### config.mk
export PLATFORM = sky130hd
export DESIGN_NAME = dpmc_mul
export DESIGN_NICKNAME = d
export VERILOG_FILES = /design/src/design/dpmc_pkg.sv /design/src/design/dpmc_mul.sv
export SDC_FILE = /design/constraint.sdc
export NUM_CORES = 2
export LEC_CHECK = 0
export BUFFER_PORTS_ARGS = -buffer_cell sky130_fd_sc_hd__buf_2
export CAP_MARGIN = 20
export CORE_MARGIN = 5
export CORE_UTILIZATION = 40
export CTS_BUF_LIST = sky130_fd_sc_hd__clkbuf_4
export CTS_CLUSTER_SIZE = 28
export DETAILED_ROUTE_END_ITERATION = 16
export GPL_ROUTABILITY_DRIVEN = 0
export SYNTH_ARGS = -nofsm -noshare
export SYNTH_HDL_FRONTEND = slang
export SYNTH_SLANG_ARGS = --single-unit
### constraint.sdc
create_clock -name i_clk -period 10.4 [get_ports i_clk]
set_clock_uncertainty 0.15 [all_clocks]
set_input_delay 1.04 -clock i_clk [delete_from_list [all_inputs] [get_ports i_clk]]
set_output_delay 1.04 -clock i_clk [all_outputs]
set_load 0.005 [all_outputs]
### src/design/dpmc_pkg.sv
// shared types, constants and helpers for the distorted projection mask cost block
package dpmc_pkg;

    localparam int DEF_MASK_DEPTH       = 262144;
    localparam int DEF_MAX_BOARD_POINTS = 1048575;

    localparam int APB_AW = 6;
    localparam int APB_DW = 64;

    localparam int COST_W = 18;
    localparam logic [COST_W-1:0] OUTSIDE_COST = 18'd160000;

    localparam int MUL_A_W = 36;
    localparam int MUL_B_W = 28;
    localparam int PROD_W  = 64;

    localparam int DIV_W   = 58;
    localparam int QUOT_W  = 23;
    localparam int STEP_W  = 5;
    localparam logic [STEP_W-1:0] DIV_STEPS_PROJ = 5'd23;
    localparam logic [STEP_W-1:0] DIV_STEPS_MEAN = 5'd18;

    localparam logic signed [63:0] GAIN_MAX = 64'sh0000_0000_7FFF_FFFF;
    localparam logic signed [63:0] GAIN_MIN = -64'sh0000_0000_8000_0000;
    localparam logic signed [63:0] GAIN_ONE = 64'sh0000_0000_0010_0000;

    typedef enum logic [2:0] {
        CFG_ROT_X,
        CFG_ROT_Y,
        CFG_ROT_Z,
        CFG_TRANS,
        CFG_RADIAL,
        CFG_TANG,
        CFG_INTR,
        CFG_GEOM
    } t_cfg_idx;

    typedef enum logic [2:0] {
        ST_IDLE,
        ST_CAM,
        ST_DIVX,
        ST_DIVY,
        ST_POLY,
        ST_FIN,
        ST_MEAN,
        ST_OUT
    } t_state;

    typedef struct packed {
        logic               func;
        logic [17:0]        mask_address;
        logic [15:0]        mask_value;
        logic signed [31:0] point_x;
        logic signed [31:0] point_y;
        logic signed [31:0] point_z;
        logic               board_last;
    } t_in_item;

    typedef struct packed {
        logic [COST_W-1:0] cost_value;
        logic              outside_image;
        logic              board_mean;
    } t_out_item;

    typedef struct packed {
        logic [62:0] rot_x;
        logic [62:0] rot_y;
        logic [62:0] rot_z;
        logic [62:0] trans;
        logic [62:0] radial;
        logic [41:0] tang;
        logic [63:0] intr;
        logic [32:0] geom;
    } t_cfg;

    typedef struct packed {
        logic              start;
        logic [STEP_W-1:0] steps;
    } t_div_req;

    typedef struct packed {
        logic              done;
        logic              ovf;
        logic [QUOT_W-1:0] quot;
    } t_div_rsp;

    // one signed 21-bit subfield of a packed register
    function automatic logic signed [20:0] sub21(input logic [62:0] w, input logic [1:0] idx);
        return w[idx*21 +: 21];
    endfunction

endpackage

### src/design/dpmc_mul.sv
// shared signed multiplier with registered product
module dpmc_mul (
    input  logic                                 i_clk,
    input  logic signed [dpmc_pkg::MUL_A_W-1:0]  i_a,
    input  logic signed [dpmc_pkg::MUL_B_W-1:0]  i_b,
    output logic signed [dpmc_pkg::PROD_W-1:0]   o_prod
);
    import dpmc_pkg::*;

    logic signed [PROD_W-1:0] r_prod;

    always_ff @(posedge i_clk) begin
        r_prod <= PROD_W'(i_a) * PROD_W'(i_b);
    end

    assign o_prod = r_prod;

endmodule

==> flow_metrics.tcl <==
set metrics [dict create \
    status "completed" \
    finalSetupViolCount 0 \
    synth_cell_types 61 \
    grt_overflow 0 \
    synth_commonest_cells "fa_1 (1031), inv_1 (947), and2_1 (525), nand2_1 (497), clkbuf_1 (210)" \
    grt_pass1_wl_mm 162 \
    synth_top_cell_area_share_pct 56.5 \
    synth.area.top_cells "fa_1 (56%), inv_1 (9.7%), and2_1 (9.0%), ha_1 (6.9%), nand2_1 (5.1%)" \
    syn_nets 5167 \
    cts_resized 0 \
    drive_gt1_share_pct 4.47 \
    path_depth 25 \
    grt_start_max_net_pins 37 \
    hold_slack_ps 1120 \
    finalSetupTns_ps 0 \
    grt_pass1_vias 28594 \
    crit_path_frequent_cell "fa_1" \
    slew-limit-headroom_pct 31.2 \
    wire_per_inst_microns 20.2 \
    critPathSlowestCell "fa_1" \
    post-place-ws_ps 1230 \
    core_area_sq_um 90300 \
    vias 25104 \
    drt-total-wl_mm 101 \
    synth_edf_count 0 \
    endpoint "o_prod[60]" \
    syn_to_final_growth_pct 4.18 \
    critPathMaxStageDelay_ps 790 \
    initial_utilization_pct 40.5 \
    arrival_ps 8960 \
    crit_start "i_b[4]" \
    clock_tree.root_cell "clkbuf_4" \
    start_kind "primary input" \
    hp-class "primary input to register" \
    yosys_warnings 0 \
    fin_nets 5098 \
    min_period_ps 8740 \
    crit_required_ps 10620 \
    ys_ff_latch 64 \
    worst-path-max-fanout 36 \
    finalMaxSlewViolations 0 \
    post_cts_buffers 0 \
    cts_tree "built" \
    cts-hold-fix-buffers 0 \
    die_h_microns 312 \
    clockBufferDepth 2 \
    htree_levels 3 \
    track_usage_pct 21.3 \
    io_pins 129 \
    cap_violations 0 \
    synth_flop_cell "dfxtp_1" \
    drcViolationCount 0 \
    drtPass1Iterations 5 \
    drt_iter0_markers 1278 \
    worst_slack_ps 1660 \
    fin_crit_sh_pct 84.1 \
    crit_type "primary input to register" \
    cp-end-kind "register" \
    fp-row-count 110 \
    hold_viol_final 0 \
    cts_inserted_buffers 9 \
    worst_slew_pin_slew_ps 1020 \
    synthArstFlopShare_pct 0 \
    die_area_sq_um 97500 \
    netlist_instances 3870 \
    dp_hpwl_mm 79.8 \
    synth.cell_area_sq_um 36500 \
    finalInstanceArea_sq_um 38100 \
    seq_area_frac_synth_pct 3.51 \
    yosys.area.top_type "fa_1" \
    antenna_found_initial 9 \
    cts_num_sinks 64 \
    placed_cell_area_sq_um 37900 \
    drtAntennaViolNets 0 \
    crit_buf_inv 6 \
    die_width_microns 312 \
    fmax_ghz 0.114 \
    routed_via_density 5.03 \
    portBuffers 128 \
    cp_top_family "adder cells" \
    syn_area_per_cell_sq_um 9.44 \
    synth.most_common_cell "fa_1" \
    rsz0062_at_grt "no" \
    largest_reg_flops 64 \
    path_clk_slew_ps 120 \
]
==> metrics by stage <==
| stage | cells | util (%) |
|---|---|---|
| 5_1_grt | 4986 | 42.2 |
| 3_5_place_dp | 4966 | 42.0 |
| 3_3_place_gp | 4966 | 42.0 |
| 4_1_cts | 4982 | 42.1 |
| 2_1_floorplan | 3870 | - |
| 6_report | 4990 | 42.2 |
==> cell usage in the layout (no fill, tap or decap), types with 6 or more instances in the layout <==
master and count:
fa_1 1031, inv_1 947, and2_1 525, nand2_1 497, ha_1 201, buf_2 128
dfxtp_1 64, nor2_1 57, a21oi_1 57, xnor2_1 50, a21o_1 41, o21ai_0 29
xor2_1 19, nand3_1 14, nand2b_1 11, clkbuf_4 10, diode_2 8, and3_1 8
nand4_1 8, buf_4 8, and4_1 7, nor3_1 7, o21bai_1 7, a31oi_1 6
==> layer usage <==
| layer | global-route usage [%] | wire (microns) |
|---|---|---|
| met5 | 0 | 0 |
| met4 | 8.78 | 5320 |
| met3 | 2.78 | 4160 |
| met2 | 39.9 | 53700 |
| met1 | 24.6 | 37400 |
==> logic make-up (layout without fill, tap and decap cells) <==
group / after synthesis / count (layout) / share of synthesized area [%]
xor+xnor: 69 / 69 / 1.65
simple gates: 1149 / 1149 / 15.9
buf+inv: 1163 / 1099 / 12.0
mux: 1 / 1 / 0.0274
other cells: 0 / 8 / 0
compound gates: 192 / 192 / 3.59
flops: 64 / 64 / 3.51
fa+ha+maj: 1232 / 1232 / 63.4
==> final cells by class <==
class	instances	area [sq um]
repair buffers	136	701
well taps	1176	1470
clock inverters	6	83.8
inverters	947	3550
flip-flops and latches	64	1280
multi-input cells	2643	30900
fillers	9052	52200
diodes	8	20.0
clock buffers	10	75.1
==> how the worst min path moves through the flow <==
stage                     cells past startpoint  startpoint    endpoint
after floorplan                               1      i_a[0]   o_prod[0]
after global placement                        1  o_prod[33]  o_prod[33]
after detailed placement                      1  o_prod[25]  o_prod[25]
after CTS                                     2      i_a[0]   o_prod[0]
after global routing                          2      i_a[0]   o_prod[0]
final                                         2      i_a[0]   o_prod[0]
Power is left out: the tool's default activity adds up to more than one toggle a clock period on the data nets, which glitch-free logic cannot reach.
