$ cat src/design/dpmc_pkg.sv
// shared types, constants and helpers for the distorted projection mask cost block
package dpmc_pkg;

    localparam int DEF_MASK_DEPTH       = 262144;
    localparam int DEF_MAX_BOARD_POINTS = 1048575;

    localparam int APB_AW = 6;
    localparam int APB_DW = 64;

    localparam int COST_W = 18;
    localparam logic [COST_W-1:0] OUTSIDE_COST = 18'd160000;

    localparam int MUL_A_W = 36;
    localparam int MUL_B_W = 28;
    localparam int PROD_W  = 64;

    localparam int DIV_W   = 58;
    localparam int QUOT_W  = 23;
    localparam int STEP_W  = 5;
    localparam logic [STEP_W-1:0] DIV_STEPS_PROJ = 5'd23;
    localparam logic [STEP_W-1:0] DIV_STEPS_MEAN = 5'd18;

    localparam logic signed [63:0] GAIN_MAX = 64'sh0000_0000_7FFF_FFFF;
    localparam logic signed [63:0] GAIN_MIN = -64'sh0000_0000_8000_0000;
    localparam logic signed [63:0] GAIN_ONE = 64'sh0000_0000_0010_0000;

    typedef enum logic [2:0] {
        CFG_ROT_X,
        CFG_ROT_Y,
        CFG_ROT_Z,
        CFG_TRANS,
        CFG_RADIAL,
        CFG_TANG,
        CFG_INTR,
        CFG_GEOM
    } t_cfg_idx;

    typedef enum logic [2:0] {
        ST_IDLE,
        ST_CAM,
        ST_DIVX,
        ST_DIVY,
        ST_POLY,
        ST_FIN,
        ST_MEAN,
        ST_OUT
    } t_state;

    typedef struct packed {
        logic               func;
        logic [17:0]        mask_address;
        logic [15:0]        mask_value;
        logic signed [31:0] point_x;
        logic signed [31:0] point_y;
        logic signed [31:0] point_z;
        logic               board_last;
    } t_in_item;

    typedef struct packed {
        logic [COST_W-1:0] cost_value;
        logic              outside_image;
        logic              board_mean;
    } t_out_item;

    typedef struct packed {
        logic [62:0] rot_x;
        logic [62:0] rot_y;
        logic [62:0] rot_z;
        logic [62:0] trans;
        logic [62:0] radial;
        logic [41:0] tang;
        logic [63:0] intr;
        logic [32:0] geom;
    } t_cfg;

    typedef struct packed {
        logic              start;
        logic [STEP_W-1:0] steps;
    } t_div_req;

    typedef struct packed {
        logic              done;
        logic              ovf;
        logic [QUOT_W-1:0] quot;
    } t_div_rsp;

    // one signed 21-bit subfield of a packed register
    function automatic logic signed [20:0] sub21(input logic [62:0] w, input logic [1:0] idx);
        return w[idx*21 +: 21];
    endfunction

endpackage

$ cat src/design/dpmc_cfg.sv
// apb register bank holding pose, distortion, intrinsics and geometry
module dpmc_cfg (
    input  logic                         i_clk,
    input  logic                         i_rst_n,
    input  logic                         psel,
    input  logic                         penable,
    input  logic                         pwrite,
    input  logic [dpmc_pkg::APB_AW-1:0]  paddr,
    input  logic [dpmc_pkg::APB_DW-1:0]  pwdata,
    output logic [dpmc_pkg::APB_DW-1:0]  prdata,
    output logic                         pready,
    output dpmc_pkg::t_cfg               o_cfg
);
    import dpmc_pkg::*;

    t_cfg     r_cfg;
    t_cfg_idx idx;

    assign idx    = t_cfg_idx'(paddr[5:3]);
    assign pready = 1'b1;
    assign o_cfg  = r_cfg;

    always_ff @(posedge i_clk) begin
        if (!i_rst_n) begin
            r_cfg <= '0;
        end else if (psel && penable && pwrite) begin
            case (idx)
                CFG_ROT_X:  r_cfg.rot_x  <= pwdata[62:0];
                CFG_ROT_Y:  r_cfg.rot_y  <= pwdata[62:0];
                CFG_ROT_Z:  r_cfg.rot_z  <= pwdata[62:0];
                CFG_TRANS:  r_cfg.trans  <= pwdata[62:0];
                CFG_RADIAL: r_cfg.radial <= pwdata[62:0];
                CFG_TANG:   r_cfg.tang   <= pwdata[41:0];
                CFG_INTR:   r_cfg.intr   <= pwdata;
                CFG_GEOM:   r_cfg.geom   <= pwdata[32:0];
                default:    ;
            endcase
        end
    end

    always_comb begin
        case (idx)
            CFG_ROT_X:  prdata = APB_DW'(r_cfg.rot_x);
            CFG_ROT_Y:  prdata = APB_DW'(r_cfg.rot_y);
            CFG_ROT_Z:  prdata = APB_DW'(r_cfg.rot_z);
            CFG_TRANS:  prdata = APB_DW'(r_cfg.trans);
            CFG_RADIAL: prdata = APB_DW'(r_cfg.radial);
            CFG_TANG:   prdata = APB_DW'(r_cfg.tang);
            CFG_INTR:   prdata = r_cfg.intr;
            CFG_GEOM:   prdata = APB_DW'(r_cfg.geom);
            default:    prdata = '0;
        endcase
    end

endmodule

$ cat config.mk
export PLATFORM = sky130hd
export DESIGN_NAME = dpmc_cfg
export DESIGN_NICKNAME = d
export VERILOG_FILES = /design/src/design/dpmc_pkg.sv /design/src/design/dpmc_cfg.sv
export SDC_FILE = /design/constraint.sdc
export NUM_CORES = 1
export LEC_CHECK = 0
export ABC_AREA = 1
export BUFFER_PORTS_ARGS = -buffer_cell sky130_fd_sc_hd__buf_4
export CAP_MARGIN = 20
export CORE_MARGIN = 2
export CORE_UTILIZATION = 40
export CTS_CLUSTER_DIAMETER = 200
export DETAILED_ROUTE_END_ITERATION = 10
export GPL_ROUTABILITY_DRIVEN = 1
export PLACE_DENSITY = 0.66
export SYNTH_ARGS = -nofsm -noshare
export SYNTH_HDL_FRONTEND = slang
export SYNTH_SLANG_ARGS = --single-unit
$ cat constraint.sdc
create_clock -name i_clk -period 2.5 [get_ports i_clk]
set_input_delay 0.5 -clock i_clk [delete_from_list [all_inputs] [get_ports i_clk]]
set_output_delay 0.5 -clock i_clk [all_outputs]
set_load 0.01 [all_outputs]
==> flow_summary.ini <==
[critical_path]
crit_top_cell = buf_4
worstPathCellList = buf_6 > inv_2 > buf_4 > nand4_1 > nand2_1 > nor2_1 > nand3_1 > buf_4
path_buf_inv = 4
slowest_stage = buf_4
reg2regPathDepth = 2
r2r-start = o_cfg[155]
arrival_ns = 1.86
critPathMaxStageDelay_ns = 0.44
path_max_fanout = 32
r2r_setup_slack_ns = 1.74
setup.worst_path.class = in2out
start_kind = input port
cp.depth = 8
critPathTopFamily = buffers and inverters
end_kind = output pin
r2r-end = o_cfg[155]
cp.required_ns = 2.00

[drt]
post-route-drc-count = 0
drt_pass1_iterations = 6
avgRoutedWirePerCell_microns = 22.3
viasPerCell = 5.71
ant_nets = 0
drt_wl_total_microns = 92900
dr.first_iter.drc_count = 2798
vias = 23785

[floorplan]
die_h_microns = 233
placementRows = 83
start_util_pct = 40.7
die-area_sq_um = 54300
core_area_sq_um = 51600
ios = 594
die_w_microns = 233

[grt]
grt_util_met1_pct = 43.8
grt_max_degree = 131
grt-ovfl-total = 0
top_usage_layer = met2
grt_usage_pct = 32.8
use_met3_pct = 6.68
antenna_found_initial = 0
grt_pass1_wl_microns = 137000
grt_pass1_vias = 21677
grtUsageMet2_pct = 51.8

[cells_and_area]
insertedDiodeCount = 0
area_growth_pct = 32.3
finalNonFillerCells = 4164
largest_reg_flops = 454
multi_input_area_sq_um = 9980
fillCellCount = 5040
final_core_util_pct = 53.8
nets = 3525
seqCellArea_sq_um = 9090
drive_gt1_share_pct = 22.4

[clocking]
insertion_delay_ns = 0.59
cts-root-buf = clkbuf_16
clk_pin_slew_worst_paths_ns = 0.06
ctsResizeCount = 0
numCtsBuffers = 52
cts_setup_buffers = 0
tritoncts = yes
clk_path_buf_depth = 3
clock_sinks = 454
cts_hold_repair.buffers = 0
htreeDepth = 2

[worst_hold_path]
hold_path.class = in2reg
whs_path_depth = 3
hp-start = pwdata[63]
min_to = o_cfg[96]

[placement]
routabilityCongestion = 0.899
dp_hpwl_microns = 59900
io_buffers = 589
placedCellCount = 4076

[timing]
finalClockSkew_ns = 0
setup_violations = 0
slew_headroom_pct = 47.7
worst_pin_slew_ns = 0.784
min_period_ns = 2.36
grt_setup_unrepaired = no
report.final.slew_viol_count = 0
fin_crit_sh_pct = 94.3
fin_tns_setup_ns = 0
finalHoldViolCount = 0
fmax_mhz = 424

[outcome]
status = completed

[power_and_ir_drop]
power_switching_uw = 4250
intPower_uw = 12400
switching_share_pct = 25.5
pwr_density_cell_nw_per_um2 = 600
p_leak_uw = 0.0123
pwr-share-comb_pct = 8.9
clockPowerShare_pct = 46.6
ir_drop_mv = 0.518
power_uw = 16700
seqPwrFrac_pct = 44.5

[synthesis]
ys_types = 22
postSynthCellCount = 3039
yosysSeqAreaShare_pct = 43.3
avgSynthCellArea_sq_um = 6.90
syn_area_sq_um = 21000
ys_ff_latch = 454
synth.yosys.warnings = 0
syn_nets = 3114

[job]
drv_cap = 0
==> cells by family (layout without fill, tap and decap cells) <==
| group | after synthesis | count (layout) | synth area share [%] |
|---|---|---|---|
| and+or+nand+nor | 1666 | 1666 | 36.1 |
| AOI/OAI and AO/OA | 475 | 475 | 11.3 |
| DFF | 454 | 454 | 43.3 |
| buffers and inverters | 443 | 888 | 9.26 |
| other | 1 | 1 | 0.0179 |
==> power groups by stage <==
stage                     clock network (uW)  logic [uW]  registers [uW]
after floorplan                            0         683            7590
after global placement                     0        1440            7570
after detailed placement                   0        1450            7570
after CTS                               7810        1450            7410
after global routing                    8060        1550            7420
final                                   7760        1480            7420
==> metal layers <==
layer	part of all wire, %	wire length (microns)	vias up
met4	3.9	3650	0
li1	-	-	11094
met5	0	0	-
met1	41	37600	11115
met3	10	9570	206
met2	45	42000	1370
==> worst max path at each step <==
stage	from	endpoint	slack [ns]
6_report	paddr[3]	prdata[4]	0.14
3_3_place_gp	paddr[4]	prdata[44]	0.15
4_1_cts	paddr[4]	prdata[44]	0.15
3_5_place_dp	paddr[4]	prdata[44]	0.17
5_1_grt	paddr[3]	prdata[4]	0.02
2_1_floorplan	paddr[4]	prdata[11]	0.50
==> tightest hold or removal path, cell delays in order <==
cell,delay [ns]
buf_4,0.08
nor3_1,0.04
nor2_1,0.09
==> through the flow <==
stage | hold slack (ns) | area, sq um | setup WS (ns)
2_1_floorplan | 0.522 | 21000 | 0.501
3_3_place_gp | 0.494 | 26000 | 0.148
3_5_place_dp | 0.498 | 26000 | 0.167
4_1_cts | 0.119 | 27800 | 0.149
5_1_grt | 0.203 | 27800 | 0.0236
6_report | 0.148 | 27800 | 0.143
==> synthesized netlist by cell type, drive strengths merged <==
cell type / number / share of area, %
clkbuf: 141 / 2.5
nand2: 237 / 4.3
nand3: 132 / 3.4
inv: 121 / 2.2
buf: 181 / 4.6
nor2: 674 / 12
o21ai: 475 / 11
dfxtp: 454 / 43
nand4: 202 / 6.0
nor3: 421 / 10
conb: 1 / 0.018
==> cell usage in the layout (no fill, tap or decap), types with 12 or more instances in the layout <==
master     netlist  routed
o21ai_1        108     108
inv_1          116     116
buf_4           14     633
o21ai_0        367     367
nor3_1         421     421
nor2_1         665     665
clkbuf_8         0      12
clkbuf_16        0      53
nand3_1        126     126
buf_12           0      44
dfxtp_1        454     454
nand2_1        234     234
nand4_1        202     202
==> cell type report <==
type | count | area share (%)
Inverter | 121 | 1.68
Sequential cell | 454 | 32.7
Clock buffer | 74 | 5.50
Tap cell | 680 | 3.07
Multi-Input combinational cell | 2142 | 36.0
Clock inverter | 14 | 0.649
Timing Repair Buffer | 679 | 20.4
No activity file was read; power rests on OpenSTA's default activity.
