## src/design/dpmc_pkg.sv

```systemverilog
// shared types, constants and helpers for the distorted projection mask cost block
package dpmc_pkg;

    localparam int DEF_MASK_DEPTH       = 262144;
    localparam int DEF_MAX_BOARD_POINTS = 1048575;

    localparam int APB_AW = 6;
    localparam int APB_DW = 64;

    localparam int COST_W = 18;
    localparam logic [COST_W-1:0] OUTSIDE_COST = 18'd160000;

    localparam int MUL_A_W = 36;
    localparam int MUL_B_W = 28;
    localparam int PROD_W  = 64;

    localparam int DIV_W   = 58;
    localparam int QUOT_W  = 23;
    localparam int STEP_W  = 5;
    localparam logic [STEP_W-1:0] DIV_STEPS_PROJ = 5'd23;
    localparam logic [STEP_W-1:0] DIV_STEPS_MEAN = 5'd18;

    localparam logic signed [63:0] GAIN_MAX = 64'sh0000_0000_7FFF_FFFF;
    localparam logic signed [63:0] GAIN_MIN = -64'sh0000_0000_8000_0000;
    localparam logic signed [63:0] GAIN_ONE = 64'sh0000_0000_0010_0000;

    typedef enum logic [2:0] {
        CFG_ROT_X,
        CFG_ROT_Y,
        CFG_ROT_Z,
        CFG_TRANS,
        CFG_RADIAL,
        CFG_TANG,
        CFG_INTR,
        CFG_GEOM
    } t_cfg_idx;

    typedef enum logic [2:0] {
        ST_IDLE,
        ST_CAM,
        ST_DIVX,
        ST_DIVY,
        ST_POLY,
        ST_FIN,
        ST_MEAN,
        ST_OUT
    } t_state;

    typedef struct packed {
        logic               func;
        logic [17:0]        mask_address;
        logic [15:0]        mask_value;
        logic signed [31:0] point_x;
        logic signed [31:0] point_y;
        logic signed [31:0] point_z;
        logic               board_last;
    } t_in_item;

    typedef struct packed {
        logic [COST_W-1:0] cost_value;
        logic              outside_image;
        logic              board_mean;
    } t_out_item;

    typedef struct packed {
        logic [62:0] rot_x;
        logic [62:0] rot_y;
        logic [62:0] rot_z;
        logic [62:0] trans;
        logic [62:0] radial;
        logic [41:0] tang;
        logic [63:0] intr;
        logic [32:0] geom;
    } t_cfg;

    typedef struct packed {
        logic              start;
        logic [STEP_W-1:0] steps;
    } t_div_req;

    typedef struct packed {
        logic              done;
        logic              ovf;
        logic [QUOT_W-1:0] quot;
    } t_div_rsp;

    // one signed 21-bit subfield of a packed register
    function automatic logic signed [20:0] sub21(input logic [62:0] w, input logic [1:0] idx);
        return w[idx*21 +: 21];
    endfunction

endpackage

```

## src/design/dpmc_div.sv

```systemverilog
// shared restoring divider, one quotient bit per cycle
module dpmc_div (
    input  logic                         i_clk,
    input  logic                         i_rst_n,
    input  dpmc_pkg::t_div_req           i_req,
    input  logic [dpmc_pkg::DIV_W-1:0]   i_num,
    input  logic [dpmc_pkg::DIV_W-1:0]   i_den,
    output dpmc_pkg::t_div_rsp           o_rsp
);
    import dpmc_pkg::*;

    logic              r_busy;
    logic [STEP_W-1:0] r_cnt;
    logic              r_ovf;
    logic [DIV_W-1:0]  r_rem;
    logic [DIV_W-1:0]  r_den;
    logic [QUOT_W-1:0] r_q;
    logic [DIV_W-1:0]  rem_x2;
    logic              fits;
    logic              start_ovf;

    assign rem_x2    = {r_rem[DIV_W-2:0], 1'b0};
    assign fits      = rem_x2 >= r_den;
    assign start_ovf = i_num >= i_den;

    always_ff @(posedge i_clk) begin
        if (!i_rst_n) begin
            r_busy <= 1'b0;
            r_cnt  <= '0;
        end else if (i_req.start) begin
            r_busy <= 1'b1;
            r_cnt  <= start_ovf ? '0 : i_req.steps;
        end else if (r_busy) begin
            if (r_cnt == '0) begin
                r_busy <= 1'b0;
            end else begin
                r_cnt <= r_cnt - 1'b1;
            end
        end
    end

    always_ff @(posedge i_clk) begin
        if (i_req.start) begin
            r_rem <= i_num;
            r_den <= i_den;
            r_q   <= '0;
            r_ovf <= start_ovf;
        end else if (r_busy && r_cnt != '0) begin
            r_rem <= fits ? rem_x2 - r_den : rem_x2;
            r_q   <= {r_q[QUOT_W-2:0], fits};
        end
    end

    assign o_rsp.done = r_busy && (r_cnt == '0);
    assign o_rsp.ovf  = r_ovf;
    assign o_rsp.quot = r_q;

endmodule

```

## config.mk

```make
export PLATFORM = sky130hd
export DESIGN_NAME = dpmc_div
export DESIGN_NICKNAME = d
export VERILOG_FILES = /design/src/design/dpmc_pkg.sv /design/src/design/dpmc_div.sv
export SDC_FILE = /design/constraint.sdc
export NUM_CORES = 1
export LEC_CHECK = 0
export CAP_MARGIN = 20
export CORE_UTILIZATION = 50
export CTS_BUF_LIST = sky130_fd_sc_hd__clkbuf_2 sky130_fd_sc_hd__clkbuf_4 sky130_fd_sc_hd__clkbuf_8
export DETAILED_ROUTE_END_ITERATION = 8
export DONT_BUFFER_PORTS = 1
export PLACE_DENSITY = 0.69
export SLEW_MARGIN = 0
export SYNTH_ARGS = -nofsm -noshare
export SYNTH_HDL_FRONTEND = slang
export SYNTH_SLANG_ARGS = --single-unit
```

## constraint.sdc

```tcl
create_clock -name i_clk -period 10.6 [get_ports i_clk]
set_input_delay 1.06 -clock i_clk [delete_from_list [all_inputs] [get_ports i_clk]]
set_output_delay 1.06 -clock i_clk [all_outputs]
set_load 0.05 [all_outputs]
```

==> flow_summary_export.csv, run 1 <==
group,metric,value,unit
status,outcome,"finished clean",
clock_tree,clock-sinks,145,
timing,max_slew_margin,29.43,%
layout,n_antenna_cell,0,
logic_synthesis,syn_inst,1233,
worst_setup_path,start_kind,"flip-flop",
timing,drv_slew,0,
worst_setup_path,slowest_delay,0.60,ns
logic_synthesis,synthArstFlopShare,0,%
worst_setup_path,cp_slowest_cell,"buf_4",
detailed_routing,drtIter0Drc,579,
detailed_routing,wl_per_cell,18.00,µm
pwr,vdd_drop_max,0.08109,mV
worst_setup_path,worst-path-stages,11,
logic_synthesis,synth_edf_count,116,
logic_synthesis,synth.most_common_cell,"inv_1",
clock_tree,clkLatencyLatePin,0.48,ns
layout,fin_nets,1437,
worst_setup_path,path_buf_inv,1,
clock_tree,cts_tree,"built",
timing,worst_slew_pin_slew,1.050,ns
hold_path,hold_end,"r_cnt[1]",
pwr,p_seq_share,35.6,%
die,die_x,150.3,µm
pwr,p_int,1.250,mW
timing,tns,0,ns
clock_tree,cts_buffers,17,
global_routing,antenna_found_initial,0,
timing,clock_skew,0.01883,ns
worst_setup_path,cp_top_family,"compound AO/OA/AOI/OAI gates",
worst_setup_path,path_cells,"ha_1 > a21oi_1 > o21ai_1 > o21ai_0 > a2111oi_2 > nor3_1 > o41a_1 > o21ba_4 > buf_4 > nor2_2 > a221o_1",
timing,min_period,4.327,ns
timing,rsz0062_at_grt,"false",
worst_setup_path,worst_ep_arrival_time,4.56,ns
logic_synthesis,netlist.area_leader.share,31.68,%
place,dp_hpwl,20010,µm
die,die_area,0.02259,mm²
place,gp_congestion,0.9397,
pwr,p_sw_share,40.59,%
timing,setup_viol,0,
timing,fmax,231.1,MHz
worst_setup_path,r2r-end,"r_rem[42]",
layout,final_cells,1482,
detailed_routing,routed_via_density,5.915,
global_routing,overflow,0,
pwr,power.leakage,4.971,nW
logic_synthesis,synth_flop_cell,"edfxtp_1",
detailed_routing,postRouteAntennaNets,0,
logic_synthesis,syn_nets,1476,
place,io_buffers,0,
hold_path,hp-start,"r_cnt[1]",
die,boundaryPins,149,
clock_tree,cts_buffer_depth,2,
logic_synthesis,netlist_area,0.01100,mm²
pwr,clockPowerShare,21.7,%
global_routing,grt_max_degree,137,
logic_synthesis,ys_ff_latch,145,
worst_setup_path,path_max_fanout,63,
worst_setup_path,cp-startpoint,"r_rem[12]",
die,rows,53,
hold_path,hold_class,"reg2reg",
clock_tree,cts-hold-fix-buffers,0,
place,dpl.cell_count,1450,
job,drv_cap,0,
detailed_routing,drc,0,
clock_tree,root_buffer,"clkbuf_8",
logic_synthesis,synth_warnings,0,
pwr,power.switching,853.9,µW
worst_setup_path,cp.required,10.83,ns
hold_path,timing.hold.worst_path_depth,2,
worst_setup_path,rr_worst_depth,11,
logic_synthesis,ys_seq_area_share,36.96,%
logic_synthesis,synth_common_cells,"137 x inv_1, 131 x nand2_1, 125 x a21oi_1",
die,start_util,51.66,%
logic_synthesis,syn_avg_cell_area,8.919,µm²
worst_setup_path,worst-setup-path-type,"reg2reg",
clock_tree,clk_pin_slew,0.11,ns
logic_synthesis,synthTopCellsByArea,"edfxtp_1 32%, ha_1 13%, a21oi_1 5.7%, dfxtp_1 5.3%, inv_1 4.7%",
layout,syn_to_final_growth,4.494,%
die,core,0.02129,mm²
logic_synthesis,synth_cell_type_count,65,
pwr,combPwrFrac,42.7,%
worst_setup_path,r2r_setup_slack,6.27,ns
detailed_routing,firstDrtPassIters,6,
worst_setup_path,r2r_start,"r_rem[12]",
detailed_routing,drt-total-wl,26680,µm
clock_tree,h-tree-depth,4,
layout,drive_above_1_share,5.634,%
global_routing,grt_use_total,24.27,%
timing,fin_crit_sh,40.82,%
clock_tree,post_cts_resized,0,
clock_tree,postCtsSetupRepairBufs,0,
timing,hold_violations,0,
worst_setup_path,end_kind,"flip-flop",
detailed_routing,vias,8766,
logic_synthesis,synth_top_area_cell,"edfxtp_1",
global_routing,grt_pass1_vias,8458,
die,fp.dieH,150.3,µm
pwr,powerDensity,183.1,mW/mm²
global_routing,grt_pass1_wl,42740,µm
-- per-layer routing --
metal  vias to the layer above  share of wire, %  GRT usage (%)
met2                       266                45          38.80
met1                      4111                46          32.43
met3                        26               7.4          6.121
met4                         0               1.5          6.667
li1                       4363                 -              -
met5                         -                 0              0
-- cell type report --
type | instances | area (µm²)
Multi-Input combinational cell | 889 | 6121
Fill cell | 1952 | 9796
Tap cell | 275 | 344.1
Sequential cell | 145 | 4064
Clock buffer | 17 | 234.0
Inverter | 137 | 514.2
Clock inverter | 15 | 183.9
Timing Repair Buffer | 4 | 30.03
-- worst reg2reg max path: stages, from the launching register on --
cell	delay [ns]
edfxtp_1	0.41
ha_1	0.41
a21oi_1	0.24
o21ai_1	0.12
o21ai_0	0.30
a2111oi_2	0.14
nor3_1	0.44
o41a_1	0.28
o21ba_4	0.54
buf_4	0.63
nor2_2	0.24
a221o_1	0.34
-- flip-flops by register name (all words and copies together) (netlist names) --
signal / count
r_cnt: 5
r_busy: 1
r_rem: 57
r_ovf: 1
r_q: 23
r_den: 58
-- how the worst max path moves through the flow --
stage | endpoint | slack, ns
floorplan | r_rem[43] | 7.19
global placement | r_rem[49] | 6.40
detailed placement | r_rem[42] | 6.30
CTS | r_rem[42] | 6.29
global route | r_rem[42] | 5.93
finish | r_rem[42] | 6.27
-- power groups by stage --
stage	clock [mW]	sequential [mW]	combinational, mW
CTS	0.467	0.748	0.889
global route	0.485	0.757	1.00
detailed placement	0	0.760	0.882
floorplan	0	0.749	0.730
finish	0.457	0.749	0.898
global placement	0	0.759	0.875
-- metrics by stage --
stage	worst slack (ns)	utilization (%)	instance area [µm²]	total power, mW	hold slack (ns)
floorplan	7.189	-	11000	1.479	0.5048
global placement	6.399	52.02	11070	1.634	0.5502
detailed placement	6.303	52.02	11070	1.643	0.5465
CTS	6.289	53.98	11490	2.104	0.5731
global route	5.932	53.98	11490	2.245	0.6197
finish	6.273	53.98	11490	2.104	0.5720
-- cells by family (layout without fill, tap and decap cells) --
family | after synthesis | count (layout) | share of synthesized area, %
AOI/OAI and AO/OA | 371 | 371 | 21.32
and+or+nand+nor | 323 | 323 | 14.07
buffers and inverters | 199 | 173 | 7.464
DFF | 145 | 145 | 36.96
adders and majority gates | 119 | 119 | 13.61
xor gates and xnor gates | 51 | 51 | 4.062
muxes | 25 | 25 | 2.515
-- placed cells by master (no fill, tap or decap), types with 26 or more instances in the layout --
master      n
o21ai_0    59
nand2_1   130
inv_1     136
nand4_1    35
nor2_1     58
a21oi_1   125
a21o_1     61
edfxtp_1  116
ha_1      118
xnor2_1    26
dfxtp_1    29
No activity file was read; power rests on OpenSTA's default activity.
==> run 2, diff against run 1 <==
- ABC_AREA: default -> 1
- PLACE_DENSITY: 0.69 -> 0.72
- clock period: 10.6 -> 3.5 ns (I/O delays scaled with it)
==> flow_summary_export.csv, run 2 <==
group,metric,value,unit
layout,mostFrequentLayoutCell,"nand2_1",
timing,fin_crit_sh,90.70,%
status,outcome,"finished clean",
timing,drv_slew,0,
pwr,power.leakage,7.562,nW
layout,n_antenna_cell,0,
pwr,p_total,7.006,mW
worst_setup_path,end_kind,"flip-flop",
timing,rsz0062_at_grt,"false",
timing,fmax,315.0,MHz
logic_synthesis,syn_inst,1989,
detailed_routing,routed_via_density,5.101,
die,die_area,0.02649,mm²
clock_tree,clock-sinks,145,
logic_synthesis,synthTopCellsByArea,"edfxtp_1 27%, nand2_1 20%, inv_1 12%, ha_1 11%, nor2_1 4.8%",
logic_synthesis,synth_cell_type_count,41,
logic_synthesis,ys_ff_latch,145,
place,dp_hpwl,30680,µm
pwr,powerDensity,490.8,mW/mm²
logic_synthesis,synth.most_common_cell,"nand2_1",
hold_path,hp-start,"i_rst_n",
worst_setup_path,r2r-end,"r_rem[38]",
layout,multi_input_area,0.007046,mm²
job,drv_cap,0,
logic_synthesis,synth_top_area_cell,"edfxtp_1",
global_routing,overflow,0,
timing,hold_violations,0,
place,io_buffers,0,
logic_synthesis,syn_avg_cell_area,6.496,µm²
timing,max_slew_margin,38.95,%
logic_synthesis,synth_edf_count,116,
layout,largest_register_ffs,58,
detailed_routing,drc,0,
layout,fin_nets,2287,
global_routing,grt_pass1_vias,11900,
logic_synthesis,synth_warnings,0,
layout,fillers,2555,
detailed_routing,drtIter0Drc,953,
timing,min_period,3.174,ns
clock_tree,cts_tree,"built",
worst_setup_path,r2r_setup_slack,0.33,ns
clock_tree,cts_buffer_depth,2,
detailed_routing,postRouteAntennaNets,0,
worst_setup_path,worst_ep_arrival_time,3.42,ns
global_routing,antenna_found_initial,0,
detailed_routing,wl_per_cell,16.25,µm
timing,clock_skew,0.01665,ns
die,start_util,51.16,%
clock_tree,root_buffer,"clkbuf_8",
layout,regArea,0.004064,mm²
global_routing,grt_use_total,30.31,%
worst_setup_path,path_max_fanout,27,
place,gp_congestion,1.019,
timing,worst_slew_pin_slew,0.9124,ns
logic_synthesis,syn_nets,2232,
worst_setup_path,rr_worst_depth,12,
hold_path,timing.hold.worst_path_depth,2,
hold_path,hold_end,"r_cnt[4]",
hold_path,hold_class,"in2reg",
pwr,vdd_drop_max,0.2462,mV
die,fp.dieH,162.7,µm
die,core,0.02525,mm²
layout,layout_common_cells,"701 x nand2_1, 414 x inv_1, 164 x nor2_1",
logic_synthesis,synth_common_cells,"701 x nand2_1, 415 x inv_1, 164 x nor2_1",
clock_tree,clk_pin_slew,0.11,ns
clock_tree,h-tree-depth,4,
logic_synthesis,netlist_area,0.01292,mm²
global_routing,grt_max_degree,143,
global_routing,grt_pass1_wl,61430,µm
worst_setup_path,worst-setup-path-type,"reg2reg",
clock_tree,clkLatencyLatePin,0.47,ns
timing,tns,0,ns
die,rows,58,
detailed_routing,firstDrtPassIters,5,
layout,syn_to_final_growth,10.49,%
logic_synthesis,synth_flop_cell,"edfxtp_1",
worst_setup_path,cp.required,3.74,ns
worst_setup_path,r2r_start,"r_rem[45]",
logic_synthesis,ys_seq_area_share,31.45,%
layout,regMostFlops,"r_den",
die,die_x,162.7,µm
layout,reg_top3,"r_den (58), r_rem (57), r_q (23)",
logic_synthesis,netlist.area_leader.share,26.96,%
logic_synthesis,synthArstFlopShare,0,%
detailed_routing,drt-total-wl,38800,µm
layout,drive_above_1_share,4.959,%
worst_setup_path,start_kind,"flip-flop",
die,boundaryPins,149,
timing,setup_viol,0,
detailed_routing,vias,12180,
clock_tree,cts_buffers,17,
-- run 2: cell types whose count changed after synthesis, sizes merged, moves of 45 or more --
cell,change
nand2,+579
nor2,+136
inv,+293
a21oi,-45
a21o,-60
nand3,+85
-- run 2: what timing repair did --
item | CTS | global route
hold buffers | 62 | 0
endpoints found under the hold margin | 71 | 0
setup buffers | 0 | 0
resized for setup | 0 | 0
-- run 2: area by class of cell --
cell class | instances | share of cell area, %
multi-input combinational | 1379 | 49.36
inverter | 431 | 11.33
timing repair buffer | 70 | 5.031
sequential | 145 | 28.47
clock inverter | 15 | 1.280
clock buffer | 17 | 1.639
tap | 330 | 2.892
-- run 2: kinds of logic after synthesis --
logic type               share of synthesized area, %
AND/OR/NAND/NOR                                 34.35
buffers and inverters                           14.07
AO/OA/AOI/OAI                                   6.508
flip-flops                                      31.45
adder cells (fa/ha/maj)                         11.58
XOR/XNOR                                        2.034
-- run 2: worst max-delay path by stage --
stage | from | end | depth (start not counted)
after floorplan | r_cnt[0] | r_rem[0] | 8
after global placement | r_rem[46] | r_rem[51] | 12
after detailed placement | r_rem[45] | r_rem[36] | 12
after CTS | r_rem[45] | r_rem[40] | 12
after global routing | r_rem[45] | r_rem[40] | 12
final | r_rem[45] | r_rem[38] | 12
-- run 2: through the flow --
step	setup WS, ns	hold WS, ns	instance area (µm²)	std cells	util [%]
floorplan	0.3511	0.4489	12920	1989	-
global placement	0.3193	0.4489	13240	2293	52.42
detailed placement	0.3374	0.4489	13240	2293	52.42
CTS	0.3373	0.0001796	14270	2387	56.53
global route	0.1010	0.007131	14270	2387	56.53
finish	0.3255	0.02195	14270	2387	56.53
-- run 2: power breakdown --
part / internal [mW] / switching, mW / leakage [nW]
sequential: 2.12 / 0.120 / 1.39
clock: 0.558 / 0.885 / 0.208
combinational: 1.12 / 2.20 / 5.97
-- run 2: per-layer routing --
| layer | GRT usage, % | wire length [µm] |
|---|---|---|
| met2 | 49.36 | 17250 |
| met4 | 7.307 | 691 |
| met1 | 41.19 | 18130 |
| met3 | 5.882 | 2730 |
| met5 | 0 | 0 |
-- run 2: critical path, cell delays in order (launching register included) --
cell and delay, ns:
edfxtp_1 0.43, ha_1 0.42, nand2_1 0.18, nor2_2 0.22, nand3_1 0.19, nor2_1 0.27
and2_1 0.20, nand2_2 0.23, nand3_4 0.20, buf_4 0.35, nand3_1 0.13, nand2_1 0.09
nand2_1 0.05
==> run 3, diff against run 2 <==
- PLACE_DENSITY: 0.72 -> 0.69
- clock period: 3.5 -> 3 ns (I/O delays scaled with it)
==> flow_summary_export.csv, run 3 (synthesized netlist as in run 2, its figures left out) <==
group,metric,value,unit
layout,largest_register_ffs,58,
timing,clock_skew,0.02592,ns
global_routing,grt_pass1_wl,62440,µm
worst_setup_path,r2r_start,"r_rem[45]",
worst_setup_path,r2r_setup_slack,0.25,ns
layout,final_cells,2430,
worst_setup_path,path_buf_inv,1,
timing,min_period,2.755,ns
clock_tree,h-tree-depth,4,
detailed_routing,drc,0,
pwr,powerDensity,556.8,mW/mm²
clock_tree,post_cts_resized,0,
detailed_routing,drtIter0Drc,957,
job,drv_cap,0,
layout,fillers,2532,
timing,hold_violations,0,
hold_path,timing.hold.worst_path_depth,2,
pwr,vdd_drop_max,0.3360,mV
timing,drv_slew,0,
layout,multi_input_area,0.007046,mm²
worst_setup_path,cp_top_family,"simple AND/OR/NAND/NOR gates",
clock_tree,cts_buffer_depth,2,
global_routing,overflow,0,
layout,fin_nets,2330,
layout,mostFrequentLayoutCell,"nand2_1",
layout,layout_common_cells,"701 x nand2_1, 414 x inv_1, 164 x nor2_1",
status,outcome,"finished clean",
place,dpl_cell_area,0.01330,mm²
layout,reg_top3,"r_den (58), r_rem (57), r_q (23)",
clock_tree,cts_buffers,17,
hold_path,hold_class,"in2reg",
global_routing,grt_use_total,30.96,%
die,die_x,162.7,µm
clock_tree,clk_pin_slew,0.10,ns
layout,stdcell_area,0.01473,mm²
worst_setup_path,path_max_fanout,55,
worst_setup_path,worst-path-stages,12,
worst_setup_path,end_kind,"flip-flop",
worst_setup_path,slowest_delay,0.43,ns
layout,n_antenna_cell,0,
die,core,0.02525,mm²
die,start_util,51.16,%
hold_path,hp-start,"i_num[51]",
worst_setup_path,path_cells,"ha_1 > nand2_1 > nor2_2 > nand3_1 > nor2_1 > and2_1 > nand2_2 > nand3_4 > buf_12 > nand3_1 > nand3_1 > nand2_1",
die,rows,58,
place,gp_congestion,1.016,
timing,setup_viol,0,
worst_setup_path,worst-setup-path-type,"reg2reg",
detailed_routing,postRouteAntennaNets,0,
worst_setup_path,cp.required,3.25,ns
clock_tree,cts_tree,"built",
timing,fin_crit_sh,91.83,%
worst_setup_path,rr_worst_depth,12,
layout,regMostFlops,"r_den",
clock_tree,clock-sinks,145,
detailed_routing,firstDrtPassIters,5,
worst_setup_path,worst_ep_arrival_time,3.00,ns
detailed_routing,vias,12260,
timing,max_slew_margin,40.81,%
global_routing,grt_max_degree,91,
worst_setup_path,start_kind,"flip-flop",
pwr,power.leakage,7.760,nW
timing,worst_slew_pin_slew,0.8847,ns
die,die_area,0.02649,mm²
layout,syn_to_final_growth,13.99,%
place,io_buffers,0,
die,fp.dieH,162.7,µm
layout,regArea,0.004064,mm²
place,dpl.cell_count,2300,
worst_setup_path,cp-startpoint,"r_rem[45]",
global_routing,antenna_found_initial,0,
global_routing,grt_pass1_vias,12140,
detailed_routing,drt-total-wl,39340,µm
die,boundaryPins,149,
place,dp_hpwl,30630,µm
timing,rsz0062_at_grt,"false",
worst_setup_path,cp_slowest_cell,"edfxtp_1",
timing,fmax,363.0,MHz
clock_tree,root_buffer,"clkbuf_8",
layout,drive_above_1_share,5.238,%
clock_tree,clkLatencyLatePin,0.50,ns
timing,tns,0,ns
detailed_routing,routed_via_density,5.043,
detailed_routing,wl_per_cell,16.19,µm
worst_setup_path,cp_common_cell,"nand3_1",
-- run 3: cell types whose count changed in the layout (fill, tap and decap cells not counted), moves of 3 or more --
| cell | delta |
|---|---|
| dlygate4sd3_1 | +35 |
| buf_4 | +6 |
| clkinv_8 | +3 |
| inv_8 | -3 |
-- run 3: path summary, 6_finish.rpt --
kind / to
max: r_rem[40]
min: r_rem[51]
max reg2reg: r_rem[40]
min reg2reg: r_cnt[0]
-- run 3: routing by layer --
metal  vias to the layer above  GRT usage [%]  part of all wire [%]
met5                         -              0                     0
met4                         0          8.751                   2.2
met3                        36          5.220                   6.9
met2                       370          51.33                    45
met1                      5481          41.31                    46
li1                       6368              -                     -
-- run 3: stage by stage --
| stage | hold slack, ns | power, mW | setup slack, ns | utilization (%) |
|---|---|---|---|---|
| 3_5_place_dp | 0.3989 | 6.381 | 0.2824 | 52.68 |
| 5_1_grt | 0.005329 | 8.861 | 0.02911 | 58.32 |
| 4_1_cts | 0.001122 | 8.195 | 0.2569 | 58.32 |
| 2_1_floorplan | 0.3989 | 5.465 | 0.7318 | - |
| 3_3_place_gp | 0.3989 | 6.358 | 0.2975 | 52.68 |
| 6_report | 0.01893 | 8.201 | 0.2450 | 58.32 |
-- run 3: timing repair --
item | 4_1_cts | 5_1_grt
hold endpoints to repair | 160 | 0
setup buffers | 0 | 0
hold buffers | 98 | 0
-- run 3: worst register-to-register path, stage by stage (launching register included) --
cell and delay (ns):
edfxtp_1 0.43, ha_1 0.40, nand2_1 0.17, nor2_2 0.19
nand3_1 0.16, nor2_1 0.25, and2_1 0.18, nand2_2 0.09
nand3_4 0.13, buf_12 0.23, nand3_1 0.17, nand3_1 0.08
nand2_1 0.05
-- run 3: final cells by class --
class                      count  share of cell area, %
clock buffer                  17                  1.589
clock inverter                15                  1.308
inverter                     431                  10.98
multi-input combinational   1379                  47.84
sequential                   145                  27.59
tap                          330                  2.803
timing repair buffer         113                  7.884
-- run 3: report_power, final --
| group | switching (mW) | internal (mW) | total, mW | leakage, nW |
|---|---|---|---|---|
| Combinational | 2.55 | 1.35 | 3.90 | 6.17 |
| Sequential | 0.142 | 2.48 | 2.62 | 1.39 |
| Clock | 1.03 | 0.646 | 1.68 | 0.208 |
